File: config.mk
export PLATFORM = sky130hd
export DESIGN_NAME = rcc_merge
export DESIGN_NICKNAME = d
export VERILOG_FILES = /design/src/hw/rtl/rcc_pkg.sv /design/src/hw/rtl/rcc_merge.sv
export SDC_FILE = /design/constraint.sdc
export NUM_CORES = 1
export LEC_CHECK = 0
export ABC_CLOCK_PERIOD_IN_PS = 5960
export BUFFER_PORTS_ARGS = -buffer_cell sky130_fd_sc_hd__buf_2
export CAP_MARGIN = 20
export CELL_PAD_IN_SITES_DETAIL_PLACEMENT = 1
export CELL_PAD_IN_SITES_GLOBAL_PLACEMENT = 2
export CORE_MARGIN = 2
export CORE_UTILIZATION = 53
export CTS_BUF_LIST = sky130_fd_sc_hd__clkbuf_8
export CTS_CLUSTER_SIZE = 20
export DETAILED_ROUTE_END_ITERATION = 8
export GPL_TIMING_DRIVEN = 0
export PLACE_DENSITY = 0.95
export SLEW_MARGIN = 10
export SYNTH_ARGS = -nofsm -noshare
export SYNTH_HDL_FRONTEND = slang
export SYNTH_SLANG_ARGS = --single-unit
File: constraint.sdc
create_clock -name i_clk -period 5.96 [get_ports i_clk]
set_input_delay 0 -clock i_clk [delete_from_list [all_inputs] [get_ports i_clk]]
set_output_delay 0 -clock i_clk [all_outputs]
set_load 0.01 [all_outputs]
File: src/hw/rtl/rcc_pkg.sv
// Shared types and constants for the RGB 3x3 convolution block.
`timescale 1ns / 1ps

package rcc_pkg;

    localparam int PIX_W      = 8;
    localparam int RGB_W      = 3 * PIX_W;
    localparam int TAP_W      = 16;
    localparam int NUM_TAPS   = 9;
    localparam int KROW_W     = 3 * TAP_W;
    localparam int PROD_W     = 24;
    localparam int ROW_W      = 26;
    localparam int SUM_W      = 28;
    localparam int IMG_W_W    = 11;
    localparam int IMG_H_W    = 13;
    localparam int COUNT_W    = 24;
    localparam int LANE_LAT   = 3;
    localparam int OUT_DEPTH  = 8;

    localparam logic [PIX_W-1:0]   PIX_MAX   = 8'd255;
    localparam logic [IMG_H_W-1:0] ROW_LIMIT = 13'h1FFF;

    localparam int CFG_IDX_W  = 3;
    localparam int CFG_DATA_W = KROW_W;

    localparam logic [CFG_IDX_W-1:0] CFG_KERNEL_TOP    = 3'd0;
    localparam logic [CFG_IDX_W-1:0] CFG_KERNEL_MID    = 3'd1;
    localparam logic [CFG_IDX_W-1:0] CFG_KERNEL_BOTTOM = 3'd2;
    localparam logic [CFG_IDX_W-1:0] CFG_IMAGE_WIDTH   = 3'd3;
    localparam logic [CFG_IDX_W-1:0] CFG_IMAGE_HEIGHT  = 3'd4;

    localparam logic [KROW_W-1:0]  KERNEL_MID_RST   = 48'h0000_0100_0000;
    localparam logic [IMG_W_W-1:0] IMAGE_WIDTH_RST  = 11'd1024;
    localparam logic [IMG_H_W-1:0] IMAGE_HEIGHT_RST = 13'd768;

    typedef logic [RGB_W-1:0] t_pix;
    // window[row][col], row 0 is the row above, col 0 the left column
    typedef logic [2:0][2:0][RGB_W-1:0] t_win;
    typedef logic [NUM_TAPS-1:0][PIX_W-1:0] t_chan_taps;
    typedef logic [NUM_TAPS-1:0][TAP_W-1:0] t_coefs;

    typedef struct packed {
        logic produce;
        logic frame_end;
        logic row_top;
        logic row_bot;
        logic col_left;
        logic col_right;
    } t_ctrl;

    typedef struct packed {
        logic [PIX_W-1:0] red;
        logic [PIX_W-1:0] green;
        logic [PIX_W-1:0] blue;
        logic             frame_end;
    } t_res;

endpackage

File: src/hw/rtl/rcc_merge.sv
// Joins the lane results into output beats and queues them for the consumer.
`timescale 1ns / 1ps

module rcc_merge (
    input  logic                      i_clk,
    input  logic                      i_rst_n,
    input  logic                      i_take,
    input  logic                      i_push,
    input  logic [rcc_pkg::PIX_W-1:0] i_red,
    input  logic [rcc_pkg::PIX_W-1:0] i_green,
    input  logic [rcc_pkg::PIX_W-1:0] i_blue,
    input  logic                      i_frame_end,
    output logic                      o_space,
    output logic                      o_valid,
    input  logic                      i_ready,
    output rcc_pkg::t_res             o_res
);
    import rcc_pkg::*;

    localparam int PTR_W = $clog2(OUT_DEPTH);
    localparam int CNT_W = $clog2(OUT_DEPTH + 1);

    t_res             r_fifo [OUT_DEPTH];
    logic [PTR_W-1:0] r_wr_ptr;
    logic [PTR_W-1:0] r_rd_ptr;
    logic [CNT_W-1:0] r_count;
    logic [CNT_W-1:0] r_used;
    logic             pop;
    t_res             push_res;

    always_comb begin
        pop                = o_valid && i_ready;
        push_res.red       = i_red;
        push_res.green     = i_green;
        push_res.blue      = i_blue;
        push_res.frame_end = i_frame_end;
    end

    always_ff @(posedge i_clk) begin
        if (i_push) begin
            r_fifo[r_wr_ptr] <= push_res;
        end
    end

    // r_used counts results in flight plus queued, so the queue never overflows
    always_ff @(posedge i_clk) begin
        if (!i_rst_n) begin
            r_wr_ptr <= '0;
            r_rd_ptr <= '0;
            r_count  <= '0;
            r_used   <= '0;
        end else begin
            if (i_push) begin
                r_wr_ptr <= r_wr_ptr + PTR_W'(1);
            end
            if (pop) begin
                r_rd_ptr <= r_rd_ptr + PTR_W'(1);
            end
            r_count <= r_count + CNT_W'(i_push) - CNT_W'(pop);
            r_used  <= r_used + CNT_W'(i_take) - CNT_W'(pop);
        end
    end

    assign o_space = (r_used < CNT_W'(OUT_DEPTH));
    assign o_valid = (r_count != '0);
    assign o_res   = r_fifo[r_rd_ptr];

endmodule

==> results.md <==
* Die ar. at 0.01724 mm2
* Cell count after synthesis at 386
* Commonest non-fill, non-tap cell in the layout: edfxtp_1
* Post-CTS Setup Inserts at 0
* Worst reg2reg startpoint: r_count[2]
* H-tree Lvls at 2
* Final period util at 43.02%
* Syn_nets at 427
* Clock sink count at 217
* Tot GR Track Use at 22.51%
* Chip width at 131.3 um
* Core ar. at 0.01589 mm2
* Design Area, Final at 0.01031 mm2
* Fmax at 0.3900 GHz
* RSZ-0062 raised after global routing: no
* Reg2reg setup slack at 3.57 ns
* Post-CTS sizing at 0
* Detail Placement HPWL at 11.46 mm
* Placed cells at 669
* Final worst path period need at 2.564 ns
* Critical path peak fanout at 10
* Clock latency on the worst-skew pair at 0.50 ns
* Clock Path Buffers at 3
* Routed met1 length at 7.638 mm
* Highest metal used: met4
* Rel. slew slack at 37.64%
* Post-synthesis sequential area ratio at 73.88%
* Met2 WL at 9.763 mm
* CP most frequent cell: buf_1
* Placed Area at 0.009379 mm2
* Total power at 3.594 mW
* Setup tns final at 0 ns
* CP endpoint kind: output port
* Worst Skew at 0.009085 ns
* Hold wc startpoint: i_blue[0]
* Hold-critical path depth at 2
* Detailed Route WL at 18.80 mm
* I/O pins at 57
* Ant. Diodes at 0
* CTS tree: yes
* Largest net degree at the start of global routing at 21
* Gpl congestion at 0.6739
* Synth Warn # at 0
* WL met3 at 924 um
* First DRT Iteration DRCs at 256
* Maxcap violations at 0
* Synth Register Bits at 217
* Final std cells w/o fill at 762
* Max stage delay on crit path at 0.64 ns
* Root buf cell: clkbuf_8
* Mapped Area at 0.008589 mm2
* DRC at 0
* Final number of setup-violating endpoints at 0
* Slew @ Worst Pin at 0.9304 ns
* R2R cell count at 10
* Drt wl/cell at 24.67 um
* Leakage at 3.588 nW
* HP Class: in -> reg
* Routed vias/inst at 5.698
* # fillers at 1342
* Syn Area/Cell at 22.25 um2
* Vias in the first global route at 4905
* Initial Util at 54.07%
* CP bufs+invs at 3
* Commonest non-fill, non-tap cells in the layout: 200 x edfxtp_1, 56 x buf_2, 50 x mux4_1, 39 x clkbuf_8, 30 x dlygate4sd3_1
* TritonCTS buffer count at 35
* Worst-path clk slew at 0.06 ns
* Final ANT Viol Nets at 0
* First-pass GRT wire length at 28.75 mm
* Initial antenna violation count at 0
* Layout cells sized above 1 at 28.02%
* Area growth from synthesis to layout at 20.04%
* Worst ir drop on vdd at 0.2253 mV
* Distinct cells, synth at 25
* Global route total overflow at 0
* Outcome: complete, no violations
* Rows at 46
* Chip height at 131.3 um
* I/O Buffers at 56
* Critical path, cell by cell: buf_1, buf_1, mux4_1, mux2_2, buf_2
* CP delay by family, top: buffers and inverters
* Critical-path top delay cell: buf_1
* Worst EP arrival at 2.56 ns
* Vias at 4342
* DRT Pass-1 Iters at 4
* Final hold slack at 0.3057 ns
* Fin. Hold Viols at 0
* CP Class: reg -> out
* Worst Hold Endpoint: r_fifo[6][1]
* Fin. max-slew vios at 0
* Critical Path Start Type: register
* Reg2reg end: r_used[2]
* Hold bufs inserted after CTS at 30
* # nets final at 561
* Data required time of the worst path at 5.96 ns
* Power per cell area at 348.5 mW/mm2
-- metal layers --
| metal | track usage (%) | vias to the layer above |
|---|---|---|
| met1 | 28.13 | 2262 |
| met3 | 4.398 | 44 |
| met4 | 8.333 | 0 |
| met2 | 39.36 | 138 |
| li1 | - | 1898 |
| met5 | 0 | - |
-- worst max path at each step --
stage / end / cells after the start / start
after floorplan: r_fifo[0][0] / 2 / r_wr_ptr[2]
after global placement: r_fifo[0][12] / 2 / r_wr_ptr[2]
after detailed placement: r_used[2] / 10 / r_count[2]
after CTS: o_res[23] / 5 / register
after global routing: o_res[3] / 5 / register
final: o_res[1] / 5 / register
-- registers in the layout (all words and copies together) (netlist names), named ones only --
signal,flops
r_wr_ptr,3
r_rd_ptr,3
r_fifo,200
r_count,4
r_used,4
-- power by group --
part	total [mW]	internal [mW]	switching [mW]	leakage, nW
Sequential	1.76	1.73	0.0319	1.96
Combinational	0.670	0.335	0.335	1.27
Clock	1.16	0.600	0.561	0.357
Total	3.59	2.67	0.928	3.59
-- cells in the mapped netlist, drive strengths merged --
cell type  number  area [um2]
or3b            1       8.760
or2             2       12.51
clkbuf          3       11.26
dfxtp          17       340.3
nand2           9       36.29
xor2            3       26.28
xnor2           3       26.28
mux2           25       281.5
a21oi           3       15.01
a21o            1       7.510
nand3           3       15.01
mux4           50        1314
inv             8       30.03
nor2           13       48.80
edfxtp        200        6006
ha              9       112.6
nand2b          6       37.54
and2            3       18.77
nor3            2       10.01
mux2i           9       90.09
nor3b           1       7.510
buf            13       93.84
fa              2       40.04
-- kinds of logic after synthesis --
| logic type | share of synthesized area, % |
|---|---|
| buffers and inverters | 1.573 |
| adder cells (fa/ha/maj) | 1.777 |
| AO/OA/AOI/OAI | 0.2622 |
| AND/OR/NAND/NOR | 2.273 |
| XOR/XNOR | 0.6119 |
| flip-flops | 73.88 |
| multiplexers | 19.62 |
-- area by class of cell --
type	count	area, um2	area share [%]
Multi-Input combinational cell	145	2163	20.98
Clock inverter	24	95.09	0.9222
Sequential cell	217	6346	61.55
Inverter	8	30.03	0.2912
Buffer	16	105.1	1.019
Timing Repair Buffer	97	764.5	7.414
Tap cell	216	270.3	2.621
Clock buffer	39	536.8	5.206
-- worst register-to-register path, stage by stage (launching register included) --
cell and delay (ns):
dfxtp_1 0.30, inv_1 0.07, ha_1 0.15, or3b_2 0.49, nand2_2 0.25, xnor2_1 0.17, ha_1 0.19, inv_1 0.05
fa_1 0.38, xor2_1 0.17, nor2_1 0.06
-- per-stage QoR --
stage	utilization (%)	setup slack, ns
2_1_floorplan	-	3.290
3_3_place_gp	57.54	1.889
3_5_place_dp	59.04	3.586
4_1_cts	64.91	3.376
5_1_grt	64.91	3.284
6_report	64.91	3.396
Note: power is estimated with default switching activity, not from simulation.
