<file path="src/hw/rtl/rcc_pkg.sv">
// Shared types and constants for the RGB 3x3 convolution block.
`timescale 1ns / 1ps

package rcc_pkg;

    localparam int PIX_W      = 8;
    localparam int RGB_W      = 3 * PIX_W;
    localparam int TAP_W      = 16;
    localparam int NUM_TAPS   = 9;
    localparam int KROW_W     = 3 * TAP_W;
    localparam int PROD_W     = 24;
    localparam int ROW_W      = 26;
    localparam int SUM_W      = 28;
    localparam int IMG_W_W    = 11;
    localparam int IMG_H_W    = 13;
    localparam int COUNT_W    = 24;
    localparam int LANE_LAT   = 3;
    localparam int OUT_DEPTH  = 8;

    localparam logic [PIX_W-1:0]   PIX_MAX   = 8'd255;
    localparam logic [IMG_H_W-1:0] ROW_LIMIT = 13'h1FFF;

    localparam int CFG_IDX_W  = 3;
    localparam int CFG_DATA_W = KROW_W;

    localparam logic [CFG_IDX_W-1:0] CFG_KERNEL_TOP    = 3'd0;
    localparam logic [CFG_IDX_W-1:0] CFG_KERNEL_MID    = 3'd1;
    localparam logic [CFG_IDX_W-1:0] CFG_KERNEL_BOTTOM = 3'd2;
    localparam logic [CFG_IDX_W-1:0] CFG_IMAGE_WIDTH   = 3'd3;
    localparam logic [CFG_IDX_W-1:0] CFG_IMAGE_HEIGHT  = 3'd4;

    localparam logic [KROW_W-1:0]  KERNEL_MID_RST   = 48'h0000_0100_0000;
    localparam logic [IMG_W_W-1:0] IMAGE_WIDTH_RST  = 11'd1024;
    localparam logic [IMG_H_W-1:0] IMAGE_HEIGHT_RST = 13'd768;

    typedef logic [RGB_W-1:0] t_pix;
    // window[row][col], row 0 is the row above, col 0 the left column
    typedef logic [2:0][2:0][RGB_W-1:0] t_win;
    typedef logic [NUM_TAPS-1:0][PIX_W-1:0] t_chan_taps;
    typedef logic [NUM_TAPS-1:0][TAP_W-1:0] t_coefs;

    typedef struct packed {
        logic produce;
        logic frame_end;
        logic row_top;
        logic row_bot;
        logic col_left;
        logic col_right;
    } t_ctrl;

    typedef struct packed {
        logic [PIX_W-1:0] red;
        logic [PIX_W-1:0] green;
        logic [PIX_W-1:0] blue;
        logic             frame_end;
    } t_res;

endpackage

</file>
<file path="src/hw/rtl/rcc_lane.sv">
// One color channel: nine tap products, row sums, total, shift and clamp.
`timescale 1ns / 1ps

module rcc_lane #(
    parameter int COEF_FRAC_BITS = 8
) (
    input  logic                      i_clk,
    input  rcc_pkg::t_chan_taps       i_pix,
    input  rcc_pkg::t_coefs           i_coef,
    input  logic [rcc_pkg::NUM_TAPS-1:0] i_tap_en,
    output logic [rcc_pkg::PIX_W-1:0] o_value
);
    import rcc_pkg::*;

    localparam int SHW = SUM_W - COEF_FRAC_BITS;

    logic signed [PROD_W-1:0] n_prod [NUM_TAPS];
    logic signed [PROD_W-1:0] r_prod [NUM_TAPS];
    logic signed [ROW_W-1:0]  n_row  [3];
    logic signed [ROW_W-1:0]  r_row  [3];
    logic signed [SUM_W-1:0]  n_sum;
    logic [SHW-1:0]           shifted;
    logic [PIX_W-1:0]         n_value;
    logic [PIX_W-1:0]         r_value;

    always_comb begin
        for (int j = 0; j < NUM_TAPS; j++) begin
            // masked taps lie outside the image: zero padding
            if (i_tap_en[j]) begin
                n_prod[j] = PROD_W'(signed'({1'b0, i_pix[j]})) *
                            PROD_W'(signed'(i_coef[j]));
            end else begin
                n_prod[j] = '0;
            end
        end
    end

    always_comb begin
        for (int r = 0; r < 3; r++) begin
            n_row[r] = ROW_W'(r_prod[3*r]) + ROW_W'(r_prod[3*r+1]) +
                       ROW_W'(r_prod[3*r+2]);
        end
    end

    always_comb begin
        n_sum   = SUM_W'(r_row[0]) + SUM_W'(r_row[1]) + SUM_W'(r_row[2]);
        shifted = n_sum[SUM_W-1:COEF_FRAC_BITS];
        if (n_sum[SUM_W-1]) begin
            n_value = '0;
        end else if (shifted > SHW'(PIX_MAX)) begin
            n_value = PIX_MAX;
        end else begin
            n_value = shifted[PIX_W-1:0];
        end
    end

    always_ff @(posedge i_clk) begin
        r_prod  <= n_prod;
        r_row   <= n_row;
        r_value <= n_value;
    end

    assign o_value = r_value;

endmodule

</file>
<file path="config.mk">
export PLATFORM = sky130hd
export DESIGN_NAME = rcc_lane
export DESIGN_NICKNAME = d
export VERILOG_FILES = /design/src/hw/rtl/rcc_pkg.sv /design/src/hw/rtl/rcc_lane.sv
export SDC_FILE = /design/constraint.sdc
export NUM_CORES = 2
export LEC_CHECK = 0
export BUFFER_PORTS_ARGS = -buffer_cell sky130_fd_sc_hd__buf_2
export CORE_MARGIN = 2
export CORE_UTILIZATION = 60
export CTS_CLUSTER_DIAMETER = 100
export DETAILED_ROUTE_END_ITERATION = 8
export HOLD_SLACK_MARGIN = 0.05
export PLACE_DENSITY = 0.77
export SYNTH_ARGS = -nofsm -noshare
export SYNTH_HDL_FRONTEND = slang
export SYNTH_SLANG_ARGS = --single-unit
</file>
<file path="constraint.sdc">
create_clock -name i_clk -period 15.8 [get_ports i_clk]
set_clock_uncertainty 0.1 [all_clocks]
set_input_delay 1.58 -clock i_clk [delete_from_list [all_inputs] [get_ports i_clk]]
set_output_delay 1.58 -clock i_clk [all_outputs]
set_load 0.005 [all_outputs]
</file>
==> results.toml <==
[critical_path]
crit_cells = 19
ff2ff_path_depth = 14
cp-start-kind = "input pin"
r2r_end = "r_row[25]"
critical_path_required_ps = 16110
endpoint = "r_prod[70]"
slowest_stage = "fa_1"
cp-startpoint = "i_pix[48]"
path_common_cell = "fa_1"
end_kind = "register"
crit_type = "input pin to register"
crit_arrival_ps = 6680
critPathMaxFanout = 16
cp_cell_sequence = "buf_2 -> nand2_1 -> fa_1 -> inv_1 -> fa_1 -> inv_1 -> fa_1 -> fa_1 -> inv_1 -> ha_1 -> o21ai_0 -> a21boi_0 -> o21ai_0 -> a21oi_1 -> a41oi_1 -> a2111oi_1 -> nor3_1 -> or3_1 -> and3_1"
crit_buf_inv = 4
slowest_delay_ps = 550
r2r_slack_ps = 11580
reg2reg_from = "r_prod[1]"
cp_top_family = "adder cells"

[timing]
hold_violations = 0
slew_headroom = 0.4559
tightest_slew_ps = 805.9
fin_crit_sh = 0.4029
drv_slew = 0
grt_setup_unrepaired = "false"
tns_ps = 0
clock.fmax_mhz = 157.1
timing.final.crit_period_ps = 6366
finalSetupViolCount = 0

[worst_hold_path]
hold_class = "register to register"

[clock_tree]
clock_latency_ps = 530
clockRootBuffer = "clkbuf_16"
cts_tree = "yes"
ctsResizeCount = 0
cts_sinks = 302
cts_made_buffers = 34
cts_setup_buffers = 0
clockBufferDepth = 3
htreeDepth = 2
clk_pin_slew_ps = 60
cts-hold-fix-buffers = 0

[die]
die_w_um = 302.7
die_h_um = 302.7
ioPinCount = 234
die_area_um2 = 91640
fp.coreArea_um2 = 88370
start_util = 0.6059
rows = 109

[yosys]
syn-num-nets = 7694
ys_ff_latch = 302
yosysUniqueCellTypes = 72
synthCells = 5947
ys_top_cells_by_area = "fa_1, ha_1, dfxtp_1, inv_1, and2_1"
synth_area_per_cell_um2 = 9.003
synth_top_area_share = 0.3739
synth_top_cell_by_area = "fa_1"
synth_edf_count = 0
ys_seq_area_frac = 0.1129
async_flop_share = 0
synth-warning-count = 0
ys.flop_type = "dfxtp_1"
syn_area_um2 = 53540

[final_layout]
fin_cells = 7309
nNetsFinal = 7859
syn_to_final_growth_pct = 6.288
drive_above_1_share = 0.05183
layout_common_cells = "inv_1, fa_1, and2_1"
fin_area_um2 = 56910
n_fill_cell = 7385
layout_commonest_cell = "inv_1"

[route]
first_pass_iters = 7
post-route-drc-count = 0
antenna_left = 0
drt-initial-drc-count = 1751
wire_per_inst_um = 15.70
viasPerCell = 5.324
vias = 38911
routed_wl_um = 114800

[placement]
dp_hpwl_um = 96920
gp_congestion = 0.9003
io_buffer_count = 233
dp.cells = 7241
dpl_cell_area_um2 = 55780

[global_route]
grt_first_pass_wirelength_um = 196800
grt_max_degree = 29
grt-ovfl-total = 0
antenna_found_initial = 11
grt_pass1_vias = 41489
gr-usage-all-layers = 0.2630

[flow_run]
max_cap_viol_count = 0

[power]
leakage_uw = 0.03011
vdd_drop_max_mv = 0.1683
total_power_uw = 10910
power_density_nw_per_um2 = 191.7

[outcome]
outcome = "finished, final reports clean"
metrics by stage:
stage,worst slack (ps),util,hold slack (ps)
global placement,9019,0.6311,516.9
floorplan,9353,-,449.1
finish,9434,0.6440,540.3
global route,9010,0.6439,572.7
detailed placement,8929,0.6311,535.1
CTS,9452,0.6437,549.1
synthesized netlist by cell type (8+ instances only):
| cell | number |
|---|---|
| inv_1 | 1411 |
| fa_1 | 1000 |
| and2_1 | 733 |
| nand2_1 | 615 |
| ha_1 | 521 |
| dfxtp_1 | 302 |
| xnor2_1 | 163 |
| a21oi_1 | 140 |
| o21ai_0 | 108 |
| clkbuf_1 | 104 |
| nor2_1 | 93 |
| a21o_1 | 78 |
| nor3_1 | 76 |
| nand3_1 | 73 |
| nor2b_1 | 64 |
| xor2_1 | 57 |
| and3_1 | 39 |
| or3_1 | 39 |
| o21a_1 | 28 |
| a211oi_1 | 26 |
| a31oi_1 | 25 |
| and3b_1 | 23 |
| nand2b_1 | 22 |
| nor3b_1 | 19 |
| a41oi_1 | 15 |
| o21bai_1 | 14 |
| a2111oi_0 | 13 |
| o31ai_1 | 12 |
| o211ai_1 | 10 |
| or2_2 | 10 |
| a211o_1 | 9 |
| nand4_1 | 8 |
power breakdown:
part           internal, µW  switching [µW]  total [µW]  leakage, µW
Sequential             1150             250        1400      0.00252
Combinational          3870            4860        8730       0.0270
Clock                   455             323         778     0.000538
registers in the layout (all words and copies together), names as in the netlist:
| signal | count |
|---|---|
| r_prod | 216 |
| r_row | 78 |
| o_value | 8 |
metal layers:
| metal | wire length, µm | vias up | GRT usage |
|---|---|---|---|
| li1 | - | 18427 | - |
| met1 | 48450 | 19405 | 0.3413 |
| met2 | 57310 | 878 | 0.4597 |
| met3 | 5882 | 199 | 0.03566 |
| met4 | 3120 | 2 | 0.07753 |
| met5 | 10 | - | 0 |
kinds of logic (layout without fill, tap and decap cells):
kind of cell / count (synthesis) / after routing / share of synthesized area
other: 0 / 8 / 0
AOI/OAI and AO/OA: 551 / 551 / 0.06833
xor gates and xnor gates: 220 / 220 / 0.03599
adders and majority gates: 1521 / 1521 / 0.4956
and+or+nand+nor: 1833 / 1833 / 0.1800
muxes: 5 / 5 / 0.0009581
DFF: 302 / 302 / 0.1129
buffers and inverters: 1515 / 1704 / 0.1062
final cells by class:
cell class	count	area (µm²)	share of cell area
multi-input combinational	4130	41810	0.7347
sequential	302	6046	0.1062
inverter	1411	5296	0.09307
tap	1165	1458	0.02561
timing repair buffer	233	1166	0.02049
clock buffer	42	922.1	0.01620
clock inverter	18	191.4	0.003364
antenna	8	20.02	0.0003518
worst min-delay path by stage:
stage	from	to	slack, ps	depth (start not counted)
after CTS	r_prod[121]	r_row[27]	550	2
final	r_prod[24]	r_row[0]	540	3
after global routing	r_prod[24]	r_row[0]	570	3
after detailed placement	r_prod[121]	r_row[27]	540	2
after global placement	r_prod[121]	r_row[27]	520	2
after floorplan	r_prod[48]	r_row[0]	450	3
worst reg2reg max path: cells and delay by family (launching register included):
family	cells	cell delay (ps)
AOI/OAI and AO/OA	6	1580
buffers and inverters	1	60
muxes	1	250
DFF	1	340
and+or+nand+nor	3	590
adders and majority gates	3	1160
No activity file was read; power rests on OpenSTA's default activity.
