### src/hw/rtl/rcc_pkg.sv
// Shared types and constants for the RGB 3x3 convolution block.
`timescale 1ns / 1ps

package rcc_pkg;

    localparam int PIX_W      = 8;
    localparam int RGB_W      = 3 * PIX_W;
    localparam int TAP_W      = 16;
    localparam int NUM_TAPS   = 9;
    localparam int KROW_W     = 3 * TAP_W;
    localparam int PROD_W     = 24;
    localparam int ROW_W      = 26;
    localparam int SUM_W      = 28;
    localparam int IMG_W_W    = 11;
    localparam int IMG_H_W    = 13;
    localparam int COUNT_W    = 24;
    localparam int LANE_LAT   = 3;
    localparam int OUT_DEPTH  = 8;

    localparam logic [PIX_W-1:0]   PIX_MAX   = 8'd255;
    localparam logic [IMG_H_W-1:0] ROW_LIMIT = 13'h1FFF;

    localparam int CFG_IDX_W  = 3;
    localparam int CFG_DATA_W = KROW_W;

    localparam logic [CFG_IDX_W-1:0] CFG_KERNEL_TOP    = 3'd0;
    localparam logic [CFG_IDX_W-1:0] CFG_KERNEL_MID    = 3'd1;
    localparam logic [CFG_IDX_W-1:0] CFG_KERNEL_BOTTOM = 3'd2;
    localparam logic [CFG_IDX_W-1:0] CFG_IMAGE_WIDTH   = 3'd3;
    localparam logic [CFG_IDX_W-1:0] CFG_IMAGE_HEIGHT  = 3'd4;

    localparam logic [KROW_W-1:0]  KERNEL_MID_RST   = 48'h0000_0100_0000;
    localparam logic [IMG_W_W-1:0] IMAGE_WIDTH_RST  = 11'd1024;
    localparam logic [IMG_H_W-1:0] IMAGE_HEIGHT_RST = 13'd768;

    typedef logic [RGB_W-1:0] t_pix;
    // window[row][col], row 0 is the row above, col 0 the left column
    typedef logic [2:0][2:0][RGB_W-1:0] t_win;
    typedef logic [NUM_TAPS-1:0][PIX_W-1:0] t_chan_taps;
    typedef logic [NUM_TAPS-1:0][TAP_W-1:0] t_coefs;

    typedef struct packed {
        logic produce;
        logic frame_end;
        logic row_top;
        logic row_bot;
        logic col_left;
        logic col_right;
    } t_ctrl;

    typedef struct packed {
        logic [PIX_W-1:0] red;
        logic [PIX_W-1:0] green;
        logic [PIX_W-1:0] blue;
        logic             frame_end;
    } t_res;

endpackage

### src/hw/rtl/rcc_scan.sv
// Raster position tracking, border masks, frame size and frame-end detection.
`timescale 1ns / 1ps

module rcc_scan #(
    parameter int MAX_WIDTH = 1024
) (
    input  logic                        i_clk,
    input  logic                        i_rst_n,
    input  logic                        i_accept,
    input  logic                        i_flush,
    input  logic [rcc_pkg::PIX_W-1:0]   i_red,
    input  logic [rcc_pkg::PIX_W-1:0]   i_green,
    input  logic [rcc_pkg::PIX_W-1:0]   i_blue,
    input  logic                        i_width_we,
    input  logic                        i_height_we,
    input  logic [rcc_pkg::IMG_H_W-1:0] i_cfg_data,
    output logic                        o_act,
    output logic [$clog2(MAX_WIDTH)-1:0] o_addr,
    output rcc_pkg::t_pix               o_pix,
    output rcc_pkg::t_ctrl              o_ctrl
);
    import rcc_pkg::*;

    localparam int CW   = $clog2(MAX_WIDTH);
    localparam int WCAP = (MAX_WIDTH < 2047) ? MAX_WIDTH : 2047;
    localparam logic [IMG_W_W-1:0] W_CAP = IMG_W_W'(WCAP);

    function automatic logic [IMG_W_W-1:0] eff_width(input logic [IMG_W_W-1:0] v);
        logic [IMG_W_W-1:0] res;
        if (v == '0) begin
            res = IMG_W_W'(1);
        end else if (v > W_CAP) begin
            res = W_CAP;
        end else begin
            res = v;
        end
        return res;
    endfunction

    function automatic logic [IMG_H_W-1:0] eff_height(input logic [IMG_H_W-1:0] v);
        return (v == '0) ? IMG_H_W'(1) : v;
    endfunction

    logic [CW-1:0]      r_col;
    logic [IMG_H_W-1:0] r_row;
    logic [COUNT_W-1:0] r_cnt;
    logic [IMG_W_W-1:0] r_w_eff;
    logic [IMG_H_W-1:0] r_h_eff;
    logic [COUNT_W-1:0] r_total;

    logic [IMG_W_W-1:0] n_w_eff;
    logic [IMG_H_W-1:0] n_h_eff;
    logic [COUNT_W-1:0] n_total;

    logic [11:0]        ox;
    logic [IMG_H_W-1:0] oy;
    logic               produce;
    logic               last;
    logic               ignore;
    logic               wrap;
    logic [COUNT_W:0]   cnt_inc;

    // frame size follows each config write, so it is current for the next beat
    always_comb begin
        n_w_eff = r_w_eff;
        n_h_eff = r_h_eff;
        n_total = r_total;
        if (i_width_we) begin
            n_w_eff = eff_width(i_cfg_data[IMG_W_W-1:0]);
            n_total = COUNT_W'(n_w_eff) * COUNT_W'(r_h_eff);
        end else if (i_height_we) begin
            n_h_eff = eff_height(i_cfg_data);
            n_total = COUNT_W'(r_w_eff) * COUNT_W'(n_h_eff);
        end
    end

    always_comb begin
        if (r_col != '0) begin
            ox      = 12'(r_col) - 12'd1;
            oy      = r_row - IMG_H_W'(1);
            produce = (r_row != '0);
        end else begin
            ox      = 12'(r_w_eff) - 12'd1;
            oy      = r_row - IMG_H_W'(2);
            produce = (r_row >= IMG_H_W'(2));
        end
        cnt_inc = (COUNT_W + 1)'(r_cnt) + (COUNT_W + 1)'(1);
        last    = produce && (cnt_inc >= (COUNT_W + 1)'(r_total));
        ignore  = i_flush && (r_row == '0) && (r_col == '0);
        wrap    = (13'(r_col) + 13'd1) >= 13'(r_w_eff);

        o_act            = i_accept && !ignore;
        o_addr           = r_col;
        o_pix            = i_flush ? '0 : {i_blue, i_green, i_red};
        o_ctrl.produce   = produce;
        o_ctrl.frame_end = last;
        o_ctrl.row_top   = (oy != '0);
        o_ctrl.row_bot   = (14'(oy) + 14'd1) < 14'(r_h_eff);
        o_ctrl.col_left  = (ox != '0);
        o_ctrl.col_right = (13'(ox) + 13'd1) < 13'(r_w_eff);
    end

    always_ff @(posedge i_clk) begin
        if (!i_rst_n) begin
            r_w_eff <= eff_width(IMAGE_WIDTH_RST);
            r_h_eff <= IMAGE_HEIGHT_RST;
            r_total <= COUNT_W'(eff_width(IMAGE_WIDTH_RST)) * COUNT_W'(IMAGE_HEIGHT_RST);
        end else begin
            r_w_eff <= n_w_eff;
            r_h_eff <= n_h_eff;
            r_total <= n_total;
        end
    end

    always_ff @(posedge i_clk) begin
        if (!i_rst_n) begin
            r_col <= '0;
            r_row <= '0;
            r_cnt <= '0;
        end else if (o_act) begin
            if (last) begin
                // last result of the frame: rewind everything
                r_col <= '0;
                r_row <= '0;
                r_cnt <= '0;
            end else begin
                if (produce) begin
                    r_cnt <= cnt_inc[COUNT_W-1:0];
                end
                if (wrap) begin
                    r_col <= '0;
                    if (r_row != ROW_LIMIT) begin
                        r_row <= r_row + IMG_H_W'(1);
                    end
                end else begin
                    r_col <= r_col + CW'(1);
                end
            end
        end
    end

endmodule

### config.mk
export PLATFORM = sky130hd
export DESIGN_NAME = rcc_scan
export DESIGN_NICKNAME = d
export VERILOG_FILES = /design/src/hw/rtl/rcc_pkg.sv /design/src/hw/rtl/rcc_scan.sv
export SDC_FILE = /design/constraint.sdc
export NUM_CORES = 1
export LEC_CHECK = 0
export BUFFER_PORTS_ARGS = -buffer_cell sky130_fd_sc_hd__buf_2
export CAP_MARGIN = 0
export CORE_MARGIN = 10
export CORE_UTILIZATION = 58
export DETAILED_ROUTE_END_ITERATION = 8
export PLACE_DENSITY = 0.81
export RECOVER_POWER = 25
export SYNTH_ARGS = -nofsm -noshare
export SYNTH_HDL_FRONTEND = slang
export SYNTH_SLANG_ARGS = --single-unit
### constraint.sdc
create_clock -name i_clk -period 7.72 [get_ports i_clk]
set_clock_uncertainty 0.15 [all_clocks]
set_input_delay 1.544 -clock i_clk [delete_from_list [all_inputs] [get_ports i_clk]]
set_output_delay 1.544 -clock i_clk [all_outputs]
set_load 0.01 [all_outputs]
==> results_dict.tcl <==
set metrics [dict create \
    crit_path_max_fanout 4 \
    gp_congestion 0.926 \
    p_total_mw 2.14 \
    die_h_um 191 \
    cts_tree "built" \
    max_slew_margin_pct -23.0 \
    hold_depth 2 \
    ys.flop_type "dfxtp_1" \
    critPathTopFamily "adder cells" \
    post_drt_wl_per_cell_um 17.9 \
    fmax_ghz 0.136 \
    die_area_um2 36400 \
    synth_cells 2074 \
    insertion_delay_ns 0.36 \
    post-route-min-period_ns 7.36 \
    fillers 2437 \
    startpoint_type "input port" \
    cp_cell_sequence "buf_2, nor4_1, nand3_1, nor4_2, o21ai_0, fa_1, fa_1, inv_1, fa_1, fa_1, inv_1, fa_1, inv_1, ha_1, nand4_1, a211oi_1, o31a_1, a221oi_1, buf_4, o21ai_0, mux2i_1, o31ai_1, a21oi_1" \
    fin_crit_sh_pct 95.3 \
    via_per_inst 5.84 \
    wl_um 44600 \
    synth_fp_nets 2508 \
    clkSlewWorstSetupHoldPaths_ns 0.07 \
    io_pins 84 \
    cts_buffer_depth 2 \
    setup_slack_ns 0.365 \
    rsz0062_at_grt "false" \
    first_global_vias 15000 \
    finalHoldViolCount 0 \
    worstPathArrival_ns 7.42 \
    clock-sinks 95 \
    outcome "complete, but fails checks" \
    synth_cell_types 80 \
    setup_viol 0 \
    ys_ff_latch 95 \
    syn_to_final_growth_pct 6.49 \
    crit_slowest_cell "fa_1" \
    cts-root-buf "clkbuf_16" \
    post-place-cells 2480 \
    worst_r2r_path_depth 18 \
    post-place-ws_ns -0.0750 \
    hpwl_um 35200 \
    slew_violations 40 \
    max_slew.worst_pin.slew_ns 1.85 \
    cts-buffers-inserted 9 \
    regToRegSetupSlack_ns 1.47 \
    vias 14600 \
    slowest_delay_ns 0.56 \
    rows 62 \
    final_nets 2541 \
    grt_max_degree 91 \
    async_flop_share_pct 0 \
    crit_type "input port to flop" \
    stdcell_count 2496 \
    core_area_um2 28700 \
    maxCapViolCount 1 \
    postCtsSetupBuffers 0 \
    vdd_drop_max_mv 0.0820 \
    ant_nets 0 \
    holdWs_ns 0.332 \
    powerDensity_nw_per_um2 119 \
    end_kind "flop" \
    numPortBuffers 83 \
    firstDrtPassIters 5 \
    grtUsageTotal_pct 24.6 \
    place_area_um2 17700 \
    failed_checks "capacitance limit, slew limit" \
    drive_above_1_share_pct 7.58 \
    htree_levels 3 \
    cp_num_buf_inv 5 \
    min_path_type "flop to flop" \
    drtIter0Drc 1257 \
    synth_edf_count 0 \
    power_leakage_nw 8.95 \
    crit_cells 23 \
    fp.dieW_um 191 \
    critPathRequiredTime_ns 7.79 \
    remaining_drc_errors 0 \
    syn-cell-area_um2 16900 \
    syn_avg_cell_area_um2 8.15 \
    antenna_found_initial 1 \
    synth-seq-area-share_pct 11.3 \
    initial_utilization_pct 58.9 \
    grt_overflow_total 0 \
    stdcell_area_um2 18000 \
    yosysWarnings 0 \
    grt_pass1_wl_um 73900 \
    cp_common_cell "fa_1" \
]
==> routing by layer <==
metal | wire length, um | GRT usage [%]
met5 | 0 | 0
met4 | 1860 | 11.5
met3 | 2620 | 2.76
met2 | 22000 | 42.1
met1 | 18200 | 30.6
==> final timing paths <==
| path | start | end |
|---|---|---|
| worst max-delay path | i_cfg_data[0] | r_total[22] |
| worst min register to register | r_cnt[22] | r_cnt[22] |
| worst min-delay path | r_cnt[22] | r_cnt[22] |
| worst max register to register | r_w_eff[8] | r_total[22] |
==> area by class of cell <==
cell class	count	area, um2	share of cell area [%]
Inverter	314	1180	6.55
Antenna cell	1	2.50	0.0139
Multi-Input combinational cell	1560	13400	74.5
Clock buffer	9	225	1.25
Tap cell	384	480	2.67
Clock inverter	6	46.3	0.257
Sequential cell	95	1900	10.6
Timing Repair Buffer	127	746	4.14
==> Yosys cell counts (all sizes together) (23+ instances only) <==
cell / n / area share (%)
dfxtp: 95 / 11
and2: 138 / 5.1
clkbuf: 92 / 2.0
a21boi: 23 / 1.0
o21ai: 63 / 1.9
nor2: 97 / 2.2
ha: 195 / 14
nor2b: 52 / 1.9
fa: 196 / 23
inv: 314 / 7.0
nand4: 24 / 0.89
xnor2: 68 / 3.6
a21oi: 59 / 1.7
nand3: 40 / 1.2
xor2: 53 / 2.7
a21o: 32 / 1.4
nand2: 269 / 6.0
mux2i: 29 / 1.7
==> cell usage in the layout (no fill, tap or decap), drive strengths merged, types with 5 or more instances in the layout <==
cell type / instances
inv: 315
nand2: 269
fa: 196
ha: 195
and2: 138
buf: 113
nor2: 97
dfxtp: 95
xnor2: 68
o21ai: 63
a21oi: 59
xor2: 53
nor2b: 52
nand3: 40
a21o: 32
mux2i: 29
nand4: 24
a21boi: 23
clkbuf: 23
nor3: 21
and3: 18
o21a: 12
nand2b: 12
nor4: 12
a31oi: 11
or3: 11
a211oi: 9
o211a: 8
o211ai: 8
a32o: 7
a2111oi: 6
or4: 6
or2: 6
a311oi: 5
nand4b: 5
and3b: 5
o22ai: 5
==> cells by family (layout without fill, tap and decap cells) <==
family | count (synthesis) | after routing | share of synthesized area, %
buf+inv | 419 | 456 | 9.44
xor+xnor | 121 | 121 | 6.36
simple gates | 732 | 732 | 22.0
mux | 32 | 32 | 1.96
fa+ha+maj | 391 | 391 | 37.7
other cells | 0 | 1 | 0
flops | 95 | 95 | 11.3
compound gates | 284 | 284 | 11.3
==> worst register-to-register path, cell delays in order (launching register included) <==
cell and delay, ns:
dfxtp_1 0.88, and2_1 0.26, fa_1 0.49, fa_1 0.55, fa_1 0.54, fa_1 0.54, inv_1 0.05, fa_1 0.53
inv_1 0.04, ha_1 0.36, nand4_1 0.13, a211oi_1 0.29, o31a_1 0.27, a221oi_1 0.11, buf_4 0.16, o21ai_0 0.28
mux2i_1 0.12, o31ai_1 0.29, a21oi_1 0.07
==> report_power, final <==
part           leakage [nW]  switching (mW)  internal [mW]
combinational          8.04           0.673          0.488
clock                 0.128           0.208          0.218
sequential            0.773          0.0380          0.514
total                  8.95           0.918           1.22
==> what timing repair did <==
item                                    CTS  global route
gates resized for setup                   0             2
endpoints found under the setup margin    0             3
hold buffers                              0             0
==> through the flow <==
step                setup TNS (ns)  util [%]
detailed placement         -0.0750      61.8
floorplan                        0         -
finish                           0      62.7
global placement                 0      61.8
global route                     0      62.7
CTS                              0      62.7
==> registers in the layout (all words and copies together), names as in the netlist <==
signal / flops
r_cnt: 24
r_total: 24
r_h_eff: 13
r_row: 13
r_w_eff: 11
o_addr: 10
Power figures use the tool's default switching activity.
